`config.mk`:
```
export PLATFORM = sky130hd
export DESIGN_NAME = utf8_sequence_decoder_unit
export DESIGN_NICKNAME = d
export VERILOG_FILES = /design/src/design/usd_pkg.sv /design/src/design/usd_lead_classifier.sv /design/src/design/utf8_sequence_decoder_unit.sv
export SDC_FILE = /design/constraint.sdc
export NUM_CORES = 1
export LEC_CHECK = 0
export BUFFER_PORTS_ARGS = -buffer_cell sky130_fd_sc_hd__buf_2
export CAP_MARGIN = 5
export CORE_MARGIN = 2
export CORE_UTILIZATION = 30
export CTS_CLUSTER_DIAMETER = 120
export DETAILED_ROUTE_END_ITERATION = 8
export PLACE_DENSITY = 0.52
export SYNTH_ARGS = -nofsm -noshare
export SYNTH_HDL_FRONTEND = slang
export SYNTH_SLANG_ARGS = --single-unit
```
`constraint.sdc`:
```
create_clock -name clk -period 3.3 [get_ports clk]
set_clock_uncertainty 0.2 [all_clocks]
set_input_delay 0.495 -clock clk [delete_from_list [all_inputs] [get_ports clk]]
set_output_delay 0.495 -clock clk [all_outputs]
set_load 0.03 [all_outputs]
```
`src/design/usd_pkg.sv`:
```
// Shared types and constants for the UTF-8 sequence decoder.
`timescale 1ns / 1ps

package usd_pkg;

    // Result status codes.
    typedef enum logic [1:0] {
        ST_OK     = 2'd0,
        ST_ILSEQ  = 2'd1,
        ST_TOOFEW = 2'd2
    } status_t;

    // Window and field sizes.
    localparam int unsigned WINDOW_BYTES = 6;
    localparam int unsigned CP_W         = 31;
    localparam int unsigned LEN_W        = 3;
    localparam int unsigned IN_DATA_W    = 56;
    localparam int unsigned OUT_DATA_W   = 40;

    // Lead byte boundaries.
    localparam logic [7:0] LEAD_2B_MIN = 8'hc2;
    localparam logic [7:0] LEAD_3B_MIN = 8'he0;
    localparam logic [7:0] LEAD_4B_MIN = 8'hf0;
    localparam logic [7:0] LEAD_5B_MIN = 8'hf8;
    localparam logic [7:0] LEAD_6B_MIN = 8'hfc;
    localparam logic [7:0] LEAD_BAD    = 8'hfe;

    // Lowest second byte allowed after the shortest lead of each length.
    localparam logic [7:0] MIN_SECOND_3B  = 8'ha0;
    localparam logic [7:0] MIN_SECOND_4B  = 8'h90;
    localparam logic [7:0] MIN_SECOND_5B  = 8'h88;
    localparam logic [7:0] MIN_SECOND_6B  = 8'h84;
    localparam logic [7:0] MIN_SECOND_ANY = 8'h80;

    // What the lead byte tells about the sequence.
    typedef struct packed {
        logic [LEN_W-1:0] len;
        logic [6:0]       payload;
        logic [7:0]       min_second;
        logic             illegal;
    } lead_info_t;

endpackage

```
`src/design/usd_lead_classifier.sv`:
```
// Lead byte classifier: sequence length, payload bits and overlong bound.
`timescale 1ns / 1ps

module usd_lead_classifier
    import usd_pkg::*;
(
    input  logic [7:0] lead_byte,
    output lead_info_t info
);

    // Decode ranges in ascending order of the lead byte.
    always_comb
    begin
        info            = '0;
        info.min_second = MIN_SECOND_ANY;
        priority if (lead_byte[7] == 1'b0)
        begin
            info.len        = 3'd1;
            info.payload    = lead_byte[6:0];
            info.min_second = 8'h00;
        end
        else if (lead_byte < LEAD_2B_MIN)
        begin
            info.illegal = 1'b1;
        end
        else if (lead_byte < LEAD_3B_MIN)
        begin
            info.len     = 3'd2;
            info.payload = {2'b00, lead_byte[4:0]};
        end
        else if (lead_byte < LEAD_4B_MIN)
        begin
            info.len     = 3'd3;
            info.payload = {3'b000, lead_byte[3:0]};
            if (lead_byte == LEAD_3B_MIN)
            begin
                info.min_second = MIN_SECOND_3B;
            end
        end
        else if (lead_byte < LEAD_5B_MIN)
        begin
            info.len     = 3'd4;
            info.payload = {4'b0000, lead_byte[2:0]};
            if (lead_byte == LEAD_4B_MIN)
            begin
                info.min_second = MIN_SECOND_4B;
            end
        end
        else if (lead_byte < LEAD_6B_MIN)
        begin
            info.len     = 3'd5;
            info.payload = {5'b00000, lead_byte[1:0]};
            if (lead_byte == LEAD_5B_MIN)
            begin
                info.min_second = MIN_SECOND_5B;
            end
        end
        else if (lead_byte < LEAD_BAD)
        begin
            info.len     = 3'd6;
            info.payload = {6'b000000, lead_byte[0]};
            if (lead_byte == LEAD_6B_MIN)
            begin
                info.min_second = MIN_SECOND_6B;
            end
        end
        else
        begin
            info.illegal = 1'b1;
        end
    end

endmodule

```
`src/design/utf8_sequence_decoder_unit.sv`:
```
// Top level of the UTF-8 sequence decoder: three-stage pipeline.
`timescale 1ns / 1ps
//
// Decodes the UTF-8 sequence (legacy one- to six-byte forms) that starts
// at the first byte of a six-byte window into a 31-bit code point.
// Input channel s_*: one word per window, holding six bytes and a count of
// valid bytes (counts above six act as six). Output channel m_*: one word
// per input word, in order, with the code point, the bytes consumed and a
// status in m_tuser (ok, illegal sequence, too few bytes). On any error the
// code point and byte count are zero.
// A word accepted on s_* passes through three register stages (lead
// classification, continuation check and assembly, result formatting),
// each with its own valid bit; m_tvalid is the valid bit of the last.
// Throughput: one word per cycle while the receiver does not stall.
// When the receiver stalls, the output stage holds its word and the stages
// behind it keep filling until every stage is full; only then does
// s_tready drop. No word is lost or repeated.
// Reset empties all stages at once; s_tready is high right after reset.
//

module utf8_sequence_decoder_unit
    import usd_pkg::*;
(
    input  logic                  clk,
    input  logic                  rst_n,
    input  logic                  s_tvalid,
    output logic                  s_tready,
    // lead_byte[7:0], second_byte[15:8], third_byte[23:16], fourth_byte[31:24],
    // fifth_byte[39:32], sixth_byte[47:40], available_bytes[50:48], zero pad
    input  logic [IN_DATA_W-1:0]  s_tdata,
    output logic                  m_tvalid,
    input  logic                  m_tready,
    // code_point[30:0], bytes_consumed[33:31], zero pad
    output logic [OUT_DATA_W-1:0] m_tdata,
    // status[1:0]
    output logic [1:0]            m_tuser
);

    // Unpacked input fields.
    logic [7:0]       lead_byte;
    logic [7:0]       in_bytes [1:WINDOW_BYTES-1];
    logic [2:0]       available_bytes;
    logic [2:0]       avail_sat;
    lead_info_t       lead_info;

    // Stage control.
    logic             s1_valid_reg, s2_valid_reg, s3_valid_reg;
    logic             s1_ready, s2_ready, s3_ready;

    // Stage 1 registers.
    lead_info_t       s1_info_reg;
    status_t          s1_status_reg;
    status_t          s1_status_next;
    logic [7:0]       s1_bytes_reg [1:WINDOW_BYTES-1];

    // Stage 2 registers.
    status_t          s2_status_reg;
    status_t          s2_status_next;
    logic [CP_W-1:0]  s2_cp_reg;
    logic [CP_W-1:0]  s2_cp_next;
    logic [LEN_W-1:0] s2_len_reg;

    // Stage 3 (output) registers.
    status_t          s3_status_reg;
    logic [CP_W-1:0]  s3_cp_reg;
    logic [LEN_W-1:0] s3_len_reg;

    logic [5:0]       tail [1:WINDOW_BYTES-1];
    logic             cont_bad;
    logic             overlong;

    assign lead_byte       = s_tdata[7:0];
    assign available_bytes = s_tdata[50:48];
    assign avail_sat       = (available_bytes == 3'd7) ? 3'd6 : available_bytes;

    always_comb
    begin
        for (int i = 1; i < WINDOW_BYTES; i++)
        begin
            in_bytes[i] = s_tdata[8*i +: 8];
        end
    end

    // A stage takes a word when it is empty or its word moves on.
    assign s3_ready = !s3_valid_reg || m_tready;
    assign s2_ready = !s2_valid_reg || s3_ready;
    assign s1_ready = !s1_valid_reg || s2_ready;
    assign s_tready = s1_ready;

    usd_lead_classifier u_lead (
        .lead_byte (lead_byte),
        .info      (lead_info)
    );

    // Stage 1: early status from the count and the lead byte alone.
    always_comb
    begin
        priority if (available_bytes == 3'd0)
        begin
            s1_status_next = ST_TOOFEW;
        end
        else if (lead_info.illegal)
        begin
            s1_status_next = ST_ILSEQ;
        end
        else if (avail_sat < lead_info.len)
        begin
            s1_status_next = ST_TOOFEW;
        end
        else
        begin
            s1_status_next = ST_OK;
        end
    end

    // Stage 2: continuation bytes, overlong second byte, code point assembly.
    always_comb
    begin
        cont_bad = 1'b0;
        for (int i = 1; i < WINDOW_BYTES; i++)
        begin
            tail[i] = s1_bytes_reg[i][5:0];
            if ((LEN_W'(i) < s1_info_reg.len) && (s1_bytes_reg[i][7:6] != 2'b10))
            begin
                cont_bad = 1'b1;
            end
        end
    end

    assign overlong = (s1_info_reg.len != 3'd1) &&
                      (s1_bytes_reg[1] < s1_info_reg.min_second);

    always_comb
    begin
        unique case (s1_info_reg.len)
            3'd1:    s2_cp_next = {24'd0, s1_info_reg.payload};
            3'd2:    s2_cp_next = {20'd0, s1_info_reg.payload[4:0], tail[1]};
            3'd3:    s2_cp_next = {15'd0, s1_info_reg.payload[3:0], tail[1], tail[2]};
            3'd4:    s2_cp_next = {10'd0, s1_info_reg.payload[2:0], tail[1], tail[2],
                                   tail[3]};
            3'd5:    s2_cp_next = {5'd0, s1_info_reg.payload[1:0], tail[1], tail[2],
                                   tail[3], tail[4]};
            3'd6:    s2_cp_next = {s1_info_reg.payload[0], tail[1], tail[2], tail[3],
                                   tail[4], tail[5]};
            default: s2_cp_next = '0;
        endcase
    end

    always_comb
    begin
        priority if (s1_status_reg != ST_OK)
        begin
            s2_status_next = s1_status_reg;
        end
        else if (cont_bad || overlong)
        begin
            s2_status_next = ST_ILSEQ;
        end
        else
        begin
            s2_status_next = ST_OK;
        end
    end

    // Valid bits.
    always_ff @(posedge clk or negedge rst_n)
    begin
        if (!rst_n)
        begin
            s1_valid_reg <= 1'b0;
            s2_valid_reg <= 1'b0;
            s3_valid_reg <= 1'b0;
        end
        else
        begin
            if (s1_ready)
            begin
                s1_valid_reg <= s_tvalid;
            end
            if (s2_ready)
            begin
                s2_valid_reg <= s1_valid_reg;
            end
            if (s3_ready)
            begin
                s3_valid_reg <= s2_valid_reg;
            end
        end
    end

    // Payload registers.
    always_ff @(posedge clk)
    begin
        if (s1_ready && s_tvalid)
        begin
            s1_info_reg   <= lead_info;
            s1_status_reg <= s1_status_next;
            for (int i = 1; i < WINDOW_BYTES; i++)
            begin
                s1_bytes_reg[i] <= in_bytes[i];
            end
        end
        if (s2_ready && s1_valid_reg)
        begin
            s2_status_reg <= s2_status_next;
            s2_cp_reg     <= s2_cp_next;
            s2_len_reg    <= s1_info_reg.len;
        end
        if (s3_ready && s2_valid_reg)
        begin
            s3_status_reg <= s2_status_reg;
            s3_cp_reg     <= (s2_status_reg == ST_OK) ? s2_cp_reg : '0;
            s3_len_reg    <= (s2_status_reg == ST_OK) ? s2_len_reg : '0;
        end
    end

    // Output word.
    assign m_tvalid = s3_valid_reg;
    assign m_tdata  = {6'd0, s3_len_reg, s3_cp_reg};
    assign m_tuser  = s3_status_reg;

endmodule

```
==> summary.txt, run 1 <==
Run status
  • Outcome: finished clean

Final layout
  • Share of cells above drive strength 1: around a quarter
  • Area overhead of the layout relative to synthesis: 23.0%
  • Most common cell after layout, fill and taps aside: edfxtp_1
  • Filler cell count: 1768
  • Most frequent cells in the layout: edfxtp_1, buf_2, and2_1
  • Final #Nets: 568
  • Antenna cells: 0
  • Fin util: between 30% and 40%
  • Max FFs per register: 40
  • Final Cell Area: about 6900 um^2

CTS
  • Setup repair bufs after CTS: 0
  • Insertion delay to the later sink of the worst-skew pair: between 0.4 and 0.5 ns
  • Max Root-Sink Buffers: 2
  • Resize count post-CTS: 0
  • Clock transition at the registers of the reported paths: roughly 0.060 ns
  • Num CTS Buffers: 17
  • CTS Sinks: ~130
  • Root buf cell: clkbuf_16
  • Max H-tree Level: 4
  • TritonCTS clock tree: done

Critical path
  • Crit end category: flip-flop
  • Worst Path Buf+Inv: 0
  • Critical-path top delay cell: edfxtp_1
  • Max FO, Critical Path: 20
  • Worst Reg-to-Reg Cells: 4
  • CP max stage delay: roughly 0.70 ns
  • CP arrival: around 2.2 ns
  • Reg-to-reg startpoint: s1_info_reg[17]$_DFFE_PP_
  • Worst Path Required: approximately 3.2 ns
  • Crit path launch: s1_info_reg[17]$_DFFE_PP_
  • Worst path depth: 4
  • Crit Path Class: reg2reg
  • CP Launch Type: flip-flop
  • CP delay by family, top: simple AND/OR/NAND/NOR gates
  • CP cell instances: nor3b_1, o21ai_0, nor4_1, o311ai_1
  • R2R Setup Slk: roughly 1.0 ns

Hold path
  • Hold depth: 1
  • Worst hold start: s_tdata[23]
  • Tightest Hold Check Type: in2reg

STA
  • Worst slew margin: between 40% and 50%
  • Finish-stage setup viols: 0
  • Hold Worst Slack: approximately 0.053 ns
  • Final hold vios: 0
  • Setup TNS Final: 0 ns
  • Final period utilization: 69.2%
  • Final setup margin: just over 1 ns
  • Clock period minus worst slack: ~2.3 ns
  • Max-slew violation count: 0
  • F_max: between 0.4 and 0.5 GHz
  • Unrepaired setup endpoints after global routing: false
  • Slew @ Worst Pin: 0.767 ns

Floorplan
  • Initial Util: between 30 and 40%
  • I/O Pins: around 100
  • Row cnt: 50
  • Die width: between 100 and 150 um
  • Die Y: approximately 140 um
  • Die area: approximately 20000 um^2
  • Core area: 18600 um^2

Drt
  • Drt drc: 0
  • 1st-pass router iterations: 5
  • Via count: about 3500
  • Vias per inst: 4.64
  • Drt initial violations: between 200 and 250
  • Final ANT Viol Nets: 0
  • Final WL: approximately 12000 um
  • Post-DR wirelength/cell: roughly 16 um

Synth
  • Synth cell types: 47
  • Syn Inst Count: a little over 400
  • EDFF count, synth: 129
  • Asr flop ratio synth: under 10%
  • Yosys warns: 0
  • Avg Inst Size Synth: ~14 um^2
  • Primary FF master, synth: edfxtp_1
  • Yosys reg bits: between 100 and 150
  • Seq/Total Area, Yosys: between 60% and 70%
  • Cell Area, Synth: around 5600 um^2

Power
  • P per Cell Area: 645 nW/um^2
  • Max IR drop VDD: ~0.36 mV
  • LEAKAGE: about 2.7 nW

GRT
  • GRT Residual Overflow: 0
  • Grt met3 use: 3.87%
  • Largest net degree at the start of global routing: 45
  • First-pass GRT wire length: 18600 um
  • GRT met2 Usage: a little under a fifth
  • Via count of the first global-routing pass: roughly 3400
  • Initial antenna violation count: 0
  • Gr busiest metal: met2
  • GR met1 Demand/Resource: between 10% and 20%
  • All-Layer GR Usage: between 10% and 20%

Placed design
  • Gpl congestion: approximately 0.81
  • IO buf count: between 90 and 100
  • Worst slack, placed: 0.761 ns
  • Dpl hpwl: between 8000 and 9000 um
  • Area after DPL: 6330 um^2

Run
  • Max_cap viols: 0
==> per-layer routing <==
| metal | part of all wire, % | vias to the layer above |
|---|---|---|
| met5 | 0 | - |
| met4 | 1.4 | 0 |
| met3 | 5.7 | 14 |
| met2 | 46 | 114 |
| met1 | 47 | 1649 |
| li1 | - | 1697 |
==> cell usage after synthesis, types with 4 or more instances <==
cell type  instances  share of area, %
mux2_2             6               1.2
clkbuf_1          11              0.73
o21ai_0           11              0.97
mux2i_1           12               2.1
nor4_1             4              0.44
nand2_1           18               1.2
a31oi_1            5              0.55
buf_4              8               1.1
nor2b_1           12               1.3
nand3_1            4              0.35
buf_2              9              0.80
and3_1             5              0.55
ha_1               6               1.3
nor3_1             4              0.35
a221oi_1          10               1.6
and2_1            40               4.4
nand2b_1           8              0.89
a22oi_1           10               1.3
inv_1             14              0.93
nor2_1            24               1.6
edfxtp_1         129                69
a21oi_1           18               1.6
==> repair_timing <==
item,4_1_cts,5_1_grt
endpoints found under the setup margin,0,0
hold buffers,1,0
hold endpoints to repair,3,0
==> cell type report <==
cell class	count	area, um^2	share of cell area [%]
sequential	132	3950	56.8
tap	234	293	4.21
multi-input combinational	235	1500	21.6
inverter	15	56.3	0.811
timing repair buffer	101	543	7.82
clock inverter	8	126	1.82
clock buffer	24	482	6.93
==> cells by family after synthesis <==
logic type / after synthesis / synth area share (%)
DFF: 132 / 69.9
and+or+nand+nor: 129 / 12.5
AOI/OAI and AO/OA: 76 / 8.95
buffers and inverters: 46 / 3.92
muxes: 18 / 3.32
adders and majority gates: 6 / 1.33
other: 1 / 0.0664
==> worst paths after layout <==
path                                            endpoint
setup / recovery              s2_status_reg[0]$_DFFE_PP_
hold reg to reg                     m_tuser[1]$_DFFE_PP_
min in group asynchronous           m_tvalid$_DFFE_PN0P_
hold / removal             s1_bytes_reg[0][23]$_DFFE_PP_
setup reg to reg              s2_status_reg[0]$_DFFE_PP_
max in group asynchronous       s1_valid_reg$_DFFE_PN0N_
==> per-stage QoR <==
step	cells	total power [mW]
after floorplan	413	2.45
after global placement	716	2.61
after detailed placement	716	2.62
after CTS	749	4.56
after global routing	749	4.68
final	749	4.48
==> where the power goes <==
group | total, mW | internal (mW) | leakage [nW] | switching (mW)
registers | 2.09 | 2.03 | 1.31 | 0.0650
clock network | 1.91 | 1.25 | 0.287 | 0.662
logic | 0.480 | 0.159 | 1.08 | 0.321
total | 4.48 | 3.44 | 2.68 | 1.05
No activity file was read; power rests on OpenSTA's default activity.
==> inputs of run 2 (changes only) <==
ABC_AREA = 1   (was default)
PLACE_DENSITY = 0.54   (was 0.52)
clock period = 1.85 ns   (was 3.3 ns; I/O delays follow)
==> summary.txt, run 2 <==
Run status
  • Outcome: finished clean

GRT
  • Via count of the first global-routing pass: between 3000 and 4000
  • GRT Residual Overflow: 0
  • Largest net degree at the start of global routing: a little under 60
  • Initial antenna violation count: 0
  • All-Layer GR Usage: between 10% and 20%
  • First-pass GRT wire length: 18900 um

Synth
  • Xor/xnor cell area share of the yosys netlist: 0%
  • EDFF count, synth: approximately 130
  • Syn Inst Count: around 500
  • Mux contribution to synthesized area: 0%
  • Primary FF master, synth: edfxtp_1
  • Cell Area, Synth: 5600 um^2
  • Synth top area share: 69.1%
  • Post-synthesis simple-gate area fraction: 12.2%
  • Largest family of logic cells by synthesized area: simple AND/OR/NAND/NOR gates
  • List of most frequent post-synthesis cells: edfxtp_1, inv_1, nand2_1, nor2_1, o22ai_1
  • Seq/Total Area, Yosys: between 70% and 80%
  • Avg Inst Size Synth: 11.5 um^2
  • Most common cell in the synthesized netlist: edfxtp_1
  • Yosys reg bits: between 100 and 150
  • Cell taking the most area after synthesis: edfxtp_1
  • Post-synthesis compound-gate area fraction: ~6.6%
  • Asr flop ratio synth: under 10%
  • Yosys warns: 0
  • Top cells by area, synth: edfxtp_1, inv_1, nand2_1
  • Synth cell types: 28
  • Post-Synth Adder-Cell Area: 1.34%

Final layout
  • Area overhead of the layout relative to synthesis: 35.4%
  • Fin util: about two fifths
  • Area of the multi-input gates: 1190 um^2
  • Most frequent cells in the layout: edfxtp_1, inv_1, buf_2
  • Most common cell after layout, fill and taps aside: edfxtp_1
  • Antenna cells: 0
  • Filler cell count: 1740
  • Max FFs per register: 40
  • Share of cells above drive strength 1: about 25%
  • Final #Nets: just over 700
  • Total area of sequential cells: 3950 um^2

CTS
  • Clock transition at the registers of the reported paths: 0.06 ns
  • Max Root-Sink Buffers: 2
  • TritonCTS clock tree: done
  • Insertion delay to the later sink of the worst-skew pair: 0.41 ns
  • Num CTS Buffers: 17
  • Root buf cell: clkbuf_16
  • Max H-tree Level: 4
  • CTS Sinks: approximately 130

Critical path
  • Crit end category: output port
  • Max FO, Critical Path: 3
  • Crit Path Class: reg2out
  • CP max stage delay: approximately 0.37 ns
  • Worst Path Required: 1.37 ns
  • Critical-path top delay cell: dfrtp_1
  • CP cell instances: inv_1, nor2_4, nand2_4, buf_2
  • CP arrival: approximately 1.3 ns
  • CP Launch Type: flip-flop

Floorplan
  • Core area: around 18000 um^2
  • Die Y: 141 um
  • Row cnt: 49
  • I/O Pins: roughly 100
  • Initial Util: 30.9%
  • Die area: approximately 20000 um^2
  • Die width: 141 um

Power
  • P per Cell Area: 1180 nW/um^2
  • Pwr Total: a little under 9 mW
  • LEAKAGE: 3.24 nW
  • Max IR drop VDD: roughly 0.62 mV

Placed design
  • Worst slack, placed: -0.201 ns
  • IO buf count: approximately 90
  • Gpl congestion: 0.925
  • Dpl hpwl: between 8000 and 9000 um

Drt
  • Drt drc: 0
  • Final WL: 11600 um
  • Via count: ~4000
  • 1st-pass router iterations: 5
  • Vias per inst: 4.35
  • Met1 WL: approximately 4900 um
  • WL met2: 5930 um
  • Drt initial violations: between 200 and 300
  • Post-DR wirelength/cell: 13.0 um
  • Top routing layer used: met4
  • Met3 routed WL: 591 um
  • Final ANT Viol Nets: 0

STA
  • Final period utilization: between 90 and 100%
  • Final setup margin: 0.0862 ns
  • Max-slew violation count: 0
  • Finish-stage setup viols: 0
  • F_max: around 0.57 GHz
  • Final hold vios: 0
  • Worst slew margin: 57.1%
  • Slew @ Worst Pin: around 0.64 ns
  • Clock period minus worst slack: around 1.8 ns

Run
  • Max_cap viols: 0

Hold path
  • Tightest Hold Check Type: in2reg
-- run 2: cell types whose count changed in the layout (fill, tap and decap cells not counted), sizes merged, moves of 12 or more --
cell and change:
and2 -40, buf +21, dlygate4sd3 +43, inv +87, mux2i -12, nand2 +57
nor2 +45, nor2b -12, o22ai +17
-- run 2: logic make-up (layout without fill, tap and decap cells) --
logic type | after synthesis | after routing
compound gates | 58 | 58
other cells | 1 | 6
simple gates | 166 | 166
fa+ha+maj | 6 | 6
buf+inv | 125 | 298
flops | 132 | 132
-- run 2: metrics by stage --
stage	instances	setup TNS (ns)	area, um^2	hold WS (ns)
after floorplan	493	-39.71	5660	-0.218
after global placement	815	-0.102	6490	-0.127
after detailed placement	815	-0.201	6490	-0.120
after CTS	891	0	7540	0.0246
after global routing	895	-0.0268	7590	0.0390
final	895	0	7590	0.0384
-- run 2: power breakdown --
group	internal (mW)	total (mW)	switching [mW]
registers	3.88	4.03	0.150
clock network	2.13	3.38	1.25
logic	0.480	1.52	1.04
-- run 2: worst max-delay path, delay by kind of cell (launching register included) --
kind / cells / cell delay [ns]
buf+inv: 2 / 0.37
flops: 1 / 0.37
simple gates: 2 / 0.14
-- run 2: what timing repair did --
action	CTS	global route
endpoints found under the hold margin	45	0
gates resized for setup	0	5
buffers inserted	0	4
hold buffers	44	0
endpoints found under the setup margin	0	3
-- run 2: routing by layer --
layer  vias to the layer above  track usage, %
li1                       1957               -
met1                      1787            14.5
met2                       124            21.4
met3                        22            3.19
met4                         0            4.84
met5                         -               0
-- run 2: cell type report --
| cell class | count | share of cell area, % |
|---|---|---|
| sequential | 132 | 52.1 |
| multi-input combinational | 236 | 15.7 |
| timing repair buffer | 165 | 15.4 |
| clock buffer | 17 | 5.61 |
| inverter | 101 | 5.09 |
| tap | 229 | 3.78 |
| clock inverter | 15 | 2.37 |
-- run 2: path summary, 6_finish.rpt --
kind	slack (ns)	to	start	depth (start not counted)
setup / recovery	0.09	s_tready	s2_valid_reg$_DFFE_PN0P_	4
hold / removal	0.04	s1_status_reg[0]$_SDFFCE_PN0P_	s_tdata[48]	3
setup reg to reg	0.11	s2_cp_reg[1]$_DFFE_PP_	s1_info_reg[16]$_DFFE_PP_	7
hold reg to reg	0.25	m_tuser[0]$_DFFE_PP_	s2_status_reg[0]$_DFFE_PP_	0
max in group asynchronous	0.72	m_tvalid$_DFFE_PN0P_	rst_n	3
min in group asynchronous	0.56	s1_valid_reg$_DFFE_PN0N_	rst_n	3
